<file path="config.mk">
export PLATFORM = sky130hd
export DESIGN_NAME = hdlc_sampled_bit_deframer_unit
export DESIGN_NICKNAME = d
export VERILOG_FILES = /design/src/hw/rtl/hsbd_pkg.sv /design/src/hw/rtl/hsbd_cfg_regs.sv /design/src/hw/rtl/hsbd_in_stage.sv /design/src/hw/rtl/hsbd_bit_sync.sv /design/src/hw/rtl/hsbd_deframer.sv /design/src/hw/rtl/hdlc_sampled_bit_deframer_unit.sv
export SDC_FILE = /design/constraint.sdc
export NUM_CORES = 1
export LEC_CHECK = 0
export ABC_AREA = 0
export BUFFER_PORTS_ARGS = -buffer_cell sky130_fd_sc_hd__buf_2
export CAP_MARGIN = 20
export CORE_UTILIZATION = 67
export CTS_BUF_LIST = sky130_fd_sc_hd__clkbuf_16
export DETAILED_ROUTE_END_ITERATION = 8
export PLACE_DENSITY = 0.86
export SYNTH_ARGS = -nofsm -noshare
export SYNTH_HDL_FRONTEND = slang
export SYNTH_SLANG_ARGS = --single-unit
</file>
<file path="constraint.sdc">
create_clock -name aclk -period 14.3 [get_ports aclk]
set_input_delay 2.86 -clock aclk [delete_from_list [all_inputs] [get_ports aclk]]
set_output_delay 2.86 -clock aclk [all_outputs]
set_load 0.02 [all_outputs]
</file>
<file path="src/hw/rtl/hsbd_pkg.sv">
// ----------------------------------------------------------------------------
// hsbd_pkg
// Shared types and constants for the sampled-bit HDLC deframer.
// ----------------------------------------------------------------------------
package hsbd_pkg;

    localparam int CFG_IDX_W = 3;
    localparam int CD_W      = 18;
    localparam int SR_W      = 16;

    typedef enum logic [CFG_IDX_W-1:0] {
        CFG_CONF_MIN    = 3'd0,
        CFG_HALF_BIT    = 3'd1,
        CFG_PERIOD_WHOLE = 3'd2,
        CFG_PERIOD_REM  = 3'd3,
        CFG_BAUD        = 3'd4
    } cfg_idx_t;

    localparam logic [6:0]  CONF_MIN_RST     = 7'd10;
    localparam logic [15:0] HALF_BIT_RST     = 16'd13;
    localparam logic [15:0] PERIOD_WHOLE_RST = 16'd26;
    localparam logic [15:0] PERIOD_REM_RST   = 16'd200;
    localparam logic [15:0] BAUD_RST         = 16'd300;

    localparam logic signed [CD_W-1:0] CD_MIN = {1'b1, {(CD_W-1){1'b0}}};

    localparam logic [7:0] FLAG_BYTE     = 8'h7E;
    localparam logic [5:0] STUFF_PATTERN = 6'h3E;

    localparam logic EVT_DATA = 1'b0;
    localparam logic EVT_FLAG = 1'b1;

    typedef struct packed {
        logic [6:0]  confidence_minimum;
        logic [15:0] half_bit_samples;
        logic [15:0] bit_period_whole;
        logic [15:0] bit_period_remainder;
        logic [15:0] baud_rate;
    } cfg_t;

    typedef struct packed {
        logic       level;
        logic [6:0] confidence;
    } sample_t;

    typedef struct packed {
        logic take;
        logic level;
    } bit_evt_t;

endpackage

</file>
<file path="src/hw/rtl/hsbd_cfg_regs.sv">
// ----------------------------------------------------------------------------
// hsbd_cfg_regs
// Configuration register file, written through its own valid/ready channel.
// ----------------------------------------------------------------------------
module hsbd_cfg_regs import hsbd_pkg::*; (
    input  logic                 aclk,
    input  logic                 aresetn,
    input  logic                 cfg_valid,
    output logic                 cfg_ready,
    input  logic [CFG_IDX_W-1:0] cfg_index,
    input  logic [15:0]          cfg_data,
    output cfg_t                 cfg
);

    cfg_t cfg_reg;
    cfg_t cfg_next;

    assign cfg_ready = 1'b1;
    assign cfg       = cfg_reg;

    always_comb begin
        cfg_next = cfg_reg;
        if (cfg_valid) begin
            unique case (cfg_index)
                CFG_CONF_MIN:     cfg_next.confidence_minimum   = cfg_data[6:0];
                CFG_HALF_BIT:     cfg_next.half_bit_samples     = cfg_data;
                CFG_PERIOD_WHOLE: cfg_next.bit_period_whole     = cfg_data;
                CFG_PERIOD_REM:   cfg_next.bit_period_remainder = cfg_data;
                CFG_BAUD:         cfg_next.baud_rate            = cfg_data;
                default:          cfg_next = cfg_reg;
            endcase
        end
    end

    always_ff @(posedge aclk) begin
        if (!aresetn) begin
            cfg_reg.confidence_minimum   <= CONF_MIN_RST;
            cfg_reg.half_bit_samples     <= HALF_BIT_RST;
            cfg_reg.bit_period_whole     <= PERIOD_WHOLE_RST;
            cfg_reg.bit_period_remainder <= PERIOD_REM_RST;
            cfg_reg.baud_rate            <= BAUD_RST;
        end else begin
            cfg_reg <= cfg_next;
        end
    end

endmodule

</file>
<file path="src/hw/rtl/hsbd_in_stage.sv">
// ----------------------------------------------------------------------------
// hsbd_in_stage
// Input register for one sample item.
// ----------------------------------------------------------------------------
module hsbd_in_stage import hsbd_pkg::*; (
    input  logic       aclk,
    input  logic       aresetn,
    input  logic       s_valid,
    output logic       s_ready,
    input  logic       s_sample_bit,
    input  logic [6:0] s_confidence,
    input  logic       advance,
    output logic       in_valid,
    output sample_t    sample
);

    logic    valid_reg;
    logic    valid_next;
    sample_t sample_reg;

    assign s_ready  = !valid_reg || advance;
    assign in_valid = valid_reg;
    assign sample   = sample_reg;

    always_comb begin
        valid_next = valid_reg;
        if (s_valid && s_ready) begin
            valid_next = 1'b1;
        end else if (advance) begin
            valid_next = 1'b0;
        end
    end

    always_ff @(posedge aclk) begin
        if (!aresetn) begin
            valid_reg <= 1'b0;
        end else begin
            valid_reg <= valid_next;
        end
    end

    always_ff @(posedge aclk) begin
        if (s_valid && s_ready) begin
            sample_reg.level      <= s_sample_bit;
            sample_reg.confidence <= s_confidence;
        end
    end

endmodule

</file>
<file path="src/hw/rtl/hsbd_bit_sync.sv">
// ----------------------------------------------------------------------------
// hsbd_bit_sync
// Bit clock recovery: sample countdown, fractional period accumulator and
// resync on level change.
// ----------------------------------------------------------------------------
module hsbd_bit_sync import hsbd_pkg::*; (
    input  logic     aclk,
    input  logic     aresetn,
    input  cfg_t     cfg,
    input  logic     advance,
    input  sample_t  sample,
    output bit_evt_t bit_evt
);

    logic                   seen_reg, seen_next;
    logic                   level_reg, level_next;
    logic signed [CD_W-1:0] cd_reg, cd_next;
    logic [15:0]            frac_reg, frac_next;

    logic signed [CD_W-1:0] cd_dec;
    logic signed [CD_W-1:0] cd_reload;
    logic                   confident;
    logic                   change;
    logic [16:0]            frac_sum;
    logic [16:0]            frac_red;
    logic                   carry;
    logic                   take;

    always_comb begin
        cd_dec    = (cd_reg == CD_MIN) ? cd_reg : cd_reg - 18'sd1;
        confident = sample.confidence >= cfg.confidence_minimum;
        change    = !seen_reg || (level_reg != sample.level);
        frac_sum  = {1'b0, frac_reg} + {1'b0, cfg.bit_period_remainder};
        carry     = frac_sum >= {1'b0, cfg.baud_rate};
        frac_red  = carry ? frac_sum - {1'b0, cfg.baud_rate} : frac_sum;
        cd_reload = cd_dec + $signed({2'b00, cfg.bit_period_whole})
                  + $signed({{(CD_W-1){1'b0}}, carry});
        take      = advance && confident && !change && !(cd_dec > 18'sd0);
    end

    always_comb begin
        seen_next  = seen_reg;
        level_next = level_reg;
        cd_next    = cd_reg;
        frac_next  = frac_reg;
        if (advance) begin
            cd_next = cd_dec;
            if (confident) begin
                if (change) begin
                    seen_next  = 1'b1;
                    level_next = sample.level;
                    cd_next    = $signed({2'b00, cfg.half_bit_samples});
                    frac_next  = '0;
                end else if (take) begin
                    frac_next = frac_red[15:0];
                    cd_next   = cd_reload;
                end
            end
        end
    end

    assign bit_evt.take  = take;
    assign bit_evt.level = sample.level;

    always_ff @(posedge aclk) begin
        if (!aresetn) begin
            seen_reg  <= 1'b0;
            level_reg <= 1'b0;
            cd_reg    <= '0;
            frac_reg  <= '0;
        end else begin
            seen_reg  <= seen_next;
            level_reg <= level_next;
            cd_reg    <= cd_next;
            frac_reg  <= frac_next;
        end
    end

    a_resync_loads_half: assert property (@(posedge aclk) disable iff (!aresetn)
        advance && confident && change
        |=> cd_reg == $signed({2'b00, $past(cfg.half_bit_samples)}) && frac_reg == '0)
        else $error("resync did not load half bit countdown");

    a_take_needs_level: assert property (@(posedge aclk) disable iff (!aresetn)
        take |-> seen_reg && level_reg == sample.level)
        else $error("bit taken without a stable level");

    a_no_wrap: assert property (@(posedge aclk) disable iff (!aresetn)
        advance && !confident && $past(aresetn) && cd_reg == CD_MIN |=> cd_reg == CD_MIN)
        else $error("countdown wrapped past its minimum");

endmodule

</file>
<file path="src/hw/rtl/hsbd_deframer.sv">
// ----------------------------------------------------------------------------
// hsbd_deframer
// Flag detection, zero-bit removal, byte assembly and result register.
// ----------------------------------------------------------------------------
module hsbd_deframer import hsbd_pkg::*; (
    input  logic       aclk,
    input  logic       aresetn,
    input  bit_evt_t   bit_evt,
    input  logic       m_ready,
    output logic       m_valid,
    output logic       m_event_kind,
    output logic [7:0] m_byte_value
);

    logic [SR_W-1:0] sr_reg, sr_next;
    logic [2:0]      cnt_reg, cnt_next;
    logic            guard_reg, guard_next;
    logic            m_valid_reg, m_valid_next;
    logic            kind_reg;
    logic [7:0]      byte_reg;

    logic [SR_W-1:0] sr_shift;
    logic [2:0]      cnt_inc;
    logic            is_flag;
    logic            is_stuff;
    logic            emit;
    logic            emit_kind;

    always_comb begin
        sr_shift   = {sr_reg[SR_W-2:0], bit_evt.level};
        cnt_inc    = cnt_reg + 3'd1;
        is_flag    = sr_shift[7:0] == FLAG_BYTE;
        is_stuff   = !is_flag && !guard_reg && sr_shift[5:0] == STUFF_PATTERN;
        sr_next    = sr_reg;
        cnt_next   = cnt_reg;
        guard_next = guard_reg;
        emit       = 1'b0;
        emit_kind  = EVT_DATA;
        if (bit_evt.take) begin
            sr_next    = sr_shift;
            cnt_next   = cnt_inc;
            guard_next = 1'b0;
            if (is_flag) begin
                cnt_next  = '0;
                emit      = 1'b1;
                emit_kind = EVT_FLAG;
            end else if (is_stuff) begin
                sr_next    = {1'b0, sr_shift[SR_W-1:1]};
                cnt_next   = cnt_reg;
                guard_next = 1'b1;
            end else if (cnt_inc == 3'd0) begin
                emit = 1'b1;
            end
        end
    end

    always_comb begin
        m_valid_next = m_valid_reg;
        if (emit) begin
            m_valid_next = 1'b1;
        end else if (m_ready) begin
            m_valid_next = 1'b0;
        end
    end

    assign m_valid      = m_valid_reg;
    assign m_event_kind = kind_reg;
    assign m_byte_value = byte_reg;

    always_ff @(posedge aclk) begin
        if (!aresetn) begin
            sr_reg      <= '0;
            cnt_reg     <= '0;
            guard_reg   <= 1'b0;
            m_valid_reg <= 1'b0;
        end else begin
            sr_reg      <= sr_next;
            cnt_reg     <= cnt_next;
            guard_reg   <= guard_next;
            m_valid_reg <= m_valid_next;
        end
    end

    always_ff @(posedge aclk) begin
        if (emit) begin
            kind_reg <= emit_kind;
            byte_reg <= sr_shift[7:0];
        end
    end

    a_flag_value: assert property (@(posedge aclk) disable iff (!aresetn)
        m_valid_reg && kind_reg == EVT_FLAG |-> byte_reg == FLAG_BYTE)
        else $error("flag item without flag byte");

    a_flag_realigns: assert property (@(posedge aclk) disable iff (!aresetn)
        bit_evt.take && is_flag |=> cnt_reg == '0)
        else $error("byte alignment not restarted on flag");

    a_guard_one_bit: assert property (@(posedge aclk) disable iff (!aresetn)
        bit_evt.take && guard_reg |-> !is_stuff)
        else $error("zero bit removed twice in a row");

    a_emit_loads: assert property (@(posedge aclk) disable iff (!aresetn)
        emit |=> m_valid_reg)
        else $error("result item lost");

endmodule

</file>
<file path="src/hw/rtl/hdlc_sampled_bit_deframer_unit.sv">
// ----------------------------------------------------------------------------
// hdlc_sampled_bit_deframer_unit
// HDLC deframer with bit clock recovery from a stream of line samples.
// ----------------------------------------------------------------------------
// One sample item is accepted per clock cycle. Each item goes through an input
// register and one pass of clock recovery and bit deframing logic; a completed
// data byte or flag lands in the result register, which drives the m_ channel.
// Throughput is one item per cycle and is limited only by m_ready; the input
// side stalls when the result register is full and not taken. Configuration
// must be written while the block is idle; the block does not enforce it.
module hdlc_sampled_bit_deframer_unit import hsbd_pkg::*; (
    input  logic                 aclk,
    input  logic                 aresetn,
    input  logic                 s_valid,
    output logic                 s_ready,
    input  logic                 s_sample_bit,
    input  logic [6:0]           s_confidence,
    output logic                 m_valid,
    input  logic                 m_ready,
    output logic                 m_event_kind,
    output logic [7:0]           m_byte_value,
    input  logic                 cfg_valid,
    output logic                 cfg_ready,
    input  logic [CFG_IDX_W-1:0] cfg_index,
    input  logic [15:0]          cfg_data
);

    cfg_t     cfg;
    sample_t  sample;
    bit_evt_t bit_evt;
    logic     in_valid;
    logic     advance;

    assign advance = in_valid && (!m_valid || m_ready);

    hsbd_cfg_regs u_cfg_regs (
        .aclk      (aclk),
        .aresetn   (aresetn),
        .cfg_valid (cfg_valid),
        .cfg_ready (cfg_ready),
        .cfg_index (cfg_index),
        .cfg_data  (cfg_data),
        .cfg       (cfg)
    );

    hsbd_in_stage u_in_stage (
        .aclk         (aclk),
        .aresetn      (aresetn),
        .s_valid      (s_valid),
        .s_ready      (s_ready),
        .s_sample_bit (s_sample_bit),
        .s_confidence (s_confidence),
        .advance      (advance),
        .in_valid     (in_valid),
        .sample       (sample)
    );

    hsbd_bit_sync u_bit_sync (
        .aclk    (aclk),
        .aresetn (aresetn),
        .cfg     (cfg),
        .advance (advance),
        .sample  (sample),
        .bit_evt (bit_evt)
    );

    hsbd_deframer u_deframer (
        .aclk         (aclk),
        .aresetn      (aresetn),
        .bit_evt      (bit_evt),
        .m_ready      (m_ready),
        .m_valid      (m_valid),
        .m_event_kind (m_event_kind),
        .m_byte_value (m_byte_value)
    );

endmodule
</file>
# Word level (Yosys, flattened, before mapping)

Index checks and enable logic that the tools add are counted.

Logic and storage cells: 88
ROM bits: 0
Memory bits (writable): 0
Register bits after elaboration: 137
Memories kept: 0
Input bits: 32
Output and inout port bits: 12
Latch bits: 0

$lt $le $gt $ge: 3
Reductions and logical operators: 30
Div/mod/pow operators: 0
Shift operators: 0
Muxes and demuxes: 22
Add/subtract/negate cells: 6
Equality and inequality tests: 9
Bitwise logic cells: 0
Multiply operators: 0

Operators with widths:

| operator                                                                          | number |
|---|---|
| 18-bit two-way mux                                                                | 4 |
| 16-bit two-way mux                                                                | 3 |
| 18-bit by 17-bit adder with 18-bit output                                         | 1 |
| 18-bit by 2-bit adder with 18-bit output                                          | 1 |
| 18-bit == test (second input constant)                                            | 1 |
| 18-bit by 1-bit greater-than comparator with 1-bit output (second input constant) | 1 |
| 18-bit by 2-bit subtractor with 18-bit output (second input constant)             | 1 |
| 16-bit by 16-bit adder with 17-bit output                                         | 1 |
| 17-bit by 16-bit greater-or-equal comparator with 1-bit output                    | 1 |
| 16-bit subtractor                                                                 | 1 |
| 7-bit two-way mux                                                                 | 2 |
| 2-bit AND reduction                                                               | 6 |
| 1-bit two-way mux                                                                 | 11 |
| 8-bit by 7-bit == test with 1-bit output (second input constant)                  | 1 |
| 7-bit greater-or-equal comparator                                                 | 1 |
| 1-bit logical AND                                                                 | 7 |
| 1-bit logical NOT                                                                 | 7 |
| 3-bit by 2-bit == test with 1-bit output (second input constant)                  | 2 |
| 6-bit == test (second input constant)                                             | 1 |
| 3-bit logical NOT                                                                 | 2 |
| 3-bit two-way mux                                                                 | 2 |
| 3-bit AND reduction                                                               | 2 |
| 2-bit nonzero test                                                                | 3 |
| 3-bit by 1-bit adder with 3-bit output (second input constant)                    | 1 |
| other kinds (5)                                                                   | 7 |

# Longest topological paths before layout

Depth in word-level cells: 9
Mapped depth: 28
Mapped depth without buffers: 27

# Modules after synthesis

Synthesis repeated with hierarchy kept, for this count alone.

Cells, all modules: 998
Area, all modules: 8,942.3 sq um

Modules (own cells, without submodules):

| module                         | seq. area each (sq um) | area each (sq um) | cells an instance | times used |
|---|---|---|---|---|
| hsbd_bit_sync                  | 720.7                  | 5,023.6           | 648               | 1 |
| hsbd_cfg_regs                  | 1,421.4                | 2,730.1           | 264               | 1 |
| hsbd_deframer                  | 510.5                  | 879.6             | 71                | 1 |
| hsbd_in_stage                  | 260.2                  | 297.8             | 13                | 1 |
| hdlc_sampled_bit_deframer_unit | 0.0                    | 11.3              | 2                 | 1 |

# Worst setup path after synthesis

OpenSTA, ideal clock, no wires.

Path type: reg2reg
Start point: reg u_cfg_regs.cfg_reg, in the netlist u_cfg_regs.cfg[16]
End point: reg u_bit_sync.cd_reg[14]
Path slack: 8.191 ns
Period minus slack after synthesis: 6.109 ns
Arrival time: 5.976 ns
Library setup time: 0.133 ns
Stages on the path, launching flop included: 29
Required time: 14.167 ns
Path buffers: 1
Cells stage by stage: dfxtp_1 -> ha_1 -> inv_1 -> fa_1 -> nor2b_1 -> o31ai_1 -> a211oi_1 -> o21a_1 -> nor4b_1 -> or3b_2 -> ha_1 -> and3_1 -> nand4_1 -> nor4_1 -> or3_1 -> a221oi_1 -> and2_1 -> inv_2 -> buf_2 -> fa_1 -> fa_1 -> a21oi_1 -> o211ai_1 -> o221ai_1 -> nand2_1 -> or2_2 -> a211oi_1 -> or4_1 -> a31oi_1

Word-level cells in the longest chain between the ends: 6

RTL lines:

| item                                                           | RTL line            | text |
|---|---|---|
| start: declaration                                             | hsbd_cfg_regs.sv:15 | `cfg_t cfg_reg;` |
| start signal: assignment                                       | hsbd_cfg_regs.sv:43 | `cfg_reg <= cfg_next;` |
| 16-bit by 16-bit adder with 17-bit output                      | hsbd_bit_sync.sv:33 | `frac_sum = {1'b0, frac_reg} + {1'b0, cfg.bit_period_remainder};` |
| 17-bit by 16-bit greater-or-equal comparator with 1-bit output | hsbd_bit_sync.sv:34 | `carry = frac_sum >= {1'b0, cfg.baud_rate};` |
| 18-bit by 2-bit adder with 18-bit output                       | hsbd_bit_sync.sv:37 | `+ $signed({{(CD_W-1){1'b0}}, carry});` |
| 18-bit two-way mux                                             | hsbd_bit_sync.sv:54 | `end else if (take) begin` |
| 18-bit two-way mux                                             | hsbd_bit_sync.sv:49 | `if (change) begin` |
| 18-bit two-way mux                                             | hsbd_bit_sync.sv:48 | `if (confident) begin` |
| end signal: assignment                                         | hsbd_bit_sync.sv:74 | `cd_reg <= cd_next;` |
| end: declaration                                               | hsbd_bit_sync.sv:17 | `logic signed [CD_W-1:0] cd_reg, cd_next;` |

No other way between the ends.
A chain may end at the register's enable or synchronous reset.

# Worst setup path in the final report

Start point: reg u_bit_sync.frac_reg[0]
End point: reg u_bit_sync.cd_reg[16]

Word-level cells in the longest chain between the ends: 6

RTL lines:

| item                                                           | RTL line            | text |
|---|---|---|
| start: declaration                                             | hsbd_bit_sync.sv:18 | `logic [15:0] frac_reg, frac_next;` |
| start signal: assignment                                       | hsbd_bit_sync.sv:75 | `frac_reg <= frac_next;` |
| 16-bit by 16-bit adder with 17-bit output                      | hsbd_bit_sync.sv:33 |  |
| 17-bit by 16-bit greater-or-equal comparator with 1-bit output | hsbd_bit_sync.sv:34 |  |
| 18-bit by 2-bit adder with 18-bit output                       | hsbd_bit_sync.sv:37 |  |
| 18-bit two-way mux                                             | hsbd_bit_sync.sv:54 |  |
| 18-bit two-way mux                                             | hsbd_bit_sync.sv:49 |  |
| 18-bit two-way mux                                             | hsbd_bit_sync.sv:48 |  |

No other way between the ends.

==> impl_metrics.py <==
metrics = {
    "detailed_routing": {
        "drt_iter0_drc": 954,
        "remaining_drc_errors": 0,
        "vias": 8241,
        "routedWlPerCell_um": 18.14,
        "ant_nets": 0,
        "vias_per_cell": 6.448,
        "first_pass_iters": 7,
        "drt_wl_total_um": 23190,
    },
    "timing": {
        "maxSlewHeadroom_pct": 31.53,
        "min_period_ns": 7.020,
        "setup_viol": 0,
        "fin_skew_ns": 0.01076,
        "maxSlewViolCount": 0,
        "rsz0062_at_grt": "false",
        "fmax_mhz": 142.5,
        "hold_viol_final": 0,
        "worst_pin_slew_ns": 1.027,
        "finalSetupTns_ns": 0,
        "period_share_pct": 49.09,
    },
    "global_route": {
        "antenna_found_initial": 0,
        "gr-total-overflow": 0,
        "grt_max_degree": 81,
        "grt_pass1_wl_um": 37210,
        "grt_pass1_vias": 7702,
        "grt_util_all_layers_pct": 35.75,
    },
    "finish": {
        "fin_area_um2": 9530,
        "nNetsFinal": 1188,
        "fillCellCount": 985,
        "antenna_cells": 0,
        "multi_input_area_um2": 5376,
        "largest_reg_flops": 71,
        "seqCellArea_um2": 2913,
        "syn_to_final_growth_pct": 9.377,
        "drive_gt1_share_pct": 9.222,
    },
    "status": {
        "outcome": "complete, no violations",
    },
    "cts": {
        "cts_resized": 0,
        "clock_sinks": 137,
        "postCtsSetupBuffers": 0,
        "cts_tree": "done",
        "cts_hold_buf": 0,
        "clk_latency_ns": 0.42,
        "clockBufferDepth": 2,
        "cts_buffers": 17,
        "ctsHtreeMaxLevel": 4,
        "cts-root-buf": "clkbuf_16",
        "path_clk_slew_ns": 0.06,
    },
    "yosys": {
        "synth_top_area_share_pct": 27.57,
        "syn_inst": 1080,
        "synth-seq-cells": 137,
        "ys.flop_type": "dfxtp_1",
        "yosys_warnings": 0,
        "async_flop_share_pct": 0,
        "yosysSeqAreaShare_pct": 33.43,
        "synth-edff-count": 17,
        "ys_top_cells_by_area": "dfxtp_1 28%, ha_1 8.3%, nand2_1 8.3%, a21oi_1 5.9%, edfxtp_1 5.9%",
        "synth.distinct_cells": 81,
        "synth.avg_cell_area_um2": 8.068,
        "syn-num-nets": 1174,
        "syn-cell-area_um2": 8713,
        "synth_top_area_cell": "dfxtp_1",
    },
    "floorplan": {
        "pin_count": 44,
        "die_area_um2": 13470,
        "die_w_um": 116.0,
        "coreArea_um2": 12670,
        "rows": 41,
        "start_util_pct": 68.77,
        "die_height_um": 116.0,
    },
    "worst_setup_path": {
        "r2r_cells": 27,
        "reg2reg_setup_slack_ns": 7.28,
        "critPathKind": "reg2reg",
        "crit_arrival_ns": 7.36,
        "path_buf_inv": 2,
        "crit_slowest_cell": "fa_1",
        "setup.worst_path.start": "u_bit_sync.frac_reg[0]$_SDFFE_PN0P_",
        "required_ns": 14.64,
        "cp_top_family": "compound AO/OA/AOI/OAI gates",
        "cp_max_fo": 15,
        "cp-start-kind": "flip-flop",
        "r2r-end": "u_bit_sync.cd_reg[16]$_SDFFE_PN0P_",
        "max_stage_delay_ns": 0.49,
        "r2r-start": "u_bit_sync.frac_reg[0]$_SDFFE_PN0P_",
        "cp-end-kind": "flip-flop",
    },
    "place": {
        "port_buffers": 42,
        "place_hpwl_um": 16200,
        "gp_routability_congestion": 0.9198,
        "placed_cell_area_um2": 8947,
    },
    "pwr": {
        "vdd_drop_max_mv": 0.09143,
        "leakage_nw": 3.786,
        "p_per_area_nw_per_um2": 115.5,
    },
    "hold_path": {
        "hp-start": "u_cfg_regs.cfg[68]$_SDFFE_PN0P_",
        "hold_class": "reg2reg",
        "hold_end": "u_cfg_regs.cfg[68]$_SDFFE_PN0P_",
        "hold_path_depth": 2,
    },
    "job": {
        "maxCapViolations": 0,
    },
}
==> cell usage after synthesis (7+ instances only) <==
cell type  instances
or3_1             11
xor2_1            10
o31ai_1           14
and2_1            12
xnor2_1           30
or2_2              8
a21o_1            11
o22ai_1            8
clkbuf_1          36
nand2b_1          10
buf_2              8
o2bb2ai_1         14
mux2i_1           22
edfxtp_1          17
a31oi_1           10
o211ai_1          16
a21oi_1          102
nor2b_1            7
nand4_1           12
nor2_1            53
dfxtp_1          120
nor3_1            25
and3_1            12
nand3_1           43
o21ai_0           36
nand2_1          192
o21a_1            14
nor4_1            12
inv_1             52
a211oi_1           8
ha_1              58
==> power by group <==
| group | internal, mW | leakage, nW | switching (mW) | total, mW |
|---|---|---|---|---|
| sequential | 0.400 | 1.13 | 0.0117 | 0.412 |
| clock | 0.269 | 0.298 | 0.164 | 0.433 |
| combinational | 0.0967 | 2.36 | 0.159 | 0.256 |
| total | 0.765 | 3.79 | 0.335 | 1.10 |
==> through the flow <==
step                utilization, %  hold WS, ns  power (mW)  std cells  setup slack (ns)
floorplan                        -       0.4215      0.6107       1080             8.191
CTS                          75.13       0.4541       1.095       1277             7.417
global route                 75.21       0.4739       1.143       1278             6.807
global placement             70.61       0.4384      0.6634       1246             7.746
finish                       75.21       0.4535       1.100       1278             7.280
detailed placement           70.61       0.4404      0.6671       1246             7.483
==> worst max-delay path by stage <==
stage                                          to  depth (start not counted)
6_report       u_bit_sync.cd_reg[16]$_SDFFE_PN0P_                         27
5_1_grt        u_bit_sync.cd_reg[16]$_SDFFE_PN0P_                         27
4_1_cts        u_bit_sync.cd_reg[16]$_SDFFE_PN0P_                         27
3_5_place_dp   u_bit_sync.cd_reg[16]$_SDFFE_PN0P_                         27
3_3_place_gp   u_bit_sync.cd_reg[14]$_SDFFE_PN0P_                         27
2_1_floorplan  u_bit_sync.cd_reg[14]$_SDFFE_PN0P_                         28
==> cell type report <==
cell class	instances	area share [%]
clock inverters	14	1.536
well taps	172	2.258
flip-flops and latches	137	30.56
inverters	54	2.127
clock buffers	17	4.464
repair buffers	47	2.639
multi-input cells	837	56.41
==> cell usage in the layout, fill, tap and decap left out, types with 16 or more instances in the layout <==
| cell type | n |
|---|---|
| a21oi_1 | 101 |
| buf_2 | 42 |
| clkbuf_16 | 17 |
| dfxtp_1 | 120 |
| edfxtp_1 | 17 |
| ha_1 | 58 |
| inv_1 | 58 |
| mux2i_1 | 22 |
| nand2_1 | 192 |
| nand3_1 | 43 |
| nor2_1 | 53 |
| nor3_1 | 25 |
| o211ai_1 | 16 |
| o21ai_0 | 36 |
| xnor2_1 | 30 |
==> layer usage <==
metal,vias up,routed length (um),GRT usage (%)
met5,-,0,0
met1,3897,9862,44.51
met2,363,10960,59.84
li1,3916,-,-
met3,65,1734,7.584
met4,0,629,15.30
==> worst register-to-register path: stages (launching register included) <==
cell and delay (ns):
dfxtp_1 0.34, ha_1 0.18, inv_1 0.06, fa_1 0.41, nor2b_1 0.21, o31ai_1 0.16, a211oi_1 0.34, o21a_1 0.21
nor4b_1 0.07, or3b_2 0.46, ha_1 0.35, and3_1 0.19, and3_1 0.18, o211ai_1 0.11, a41oi_1 0.20, o31ai_1 0.40
and2_1 0.30, inv_2 0.22, fa_1 0.50, fa_1 0.43, a21oi_1 0.18, o211ai_1 0.21, o221ai_1 0.31, a311oi_1 0.16
o21ai_0 0.23, nand2b_1 0.10, a311o_1 0.35, o211ai_1 0.09
==> logic make-up (layout without fill, tap and decap cells) <==
group | after synthesis | after routing | share of synthesized area [%]
buffers and inverters | 106 | 132 | 4.983
flip-flops | 137 | 137 | 33.43
multiplexers | 26 | 26 | 3.044
AO/OA/AOI/OAI | 287 | 287 | 21.68
XOR/XNOR | 40 | 40 | 4.021
AND/OR/NAND/NOR | 421 | 421 | 23.55
adder cells (fa/ha/maj) | 62 | 62 | 9.248
other | 1 | 1 | 0.04304
Power figures use the tool's default switching activity.
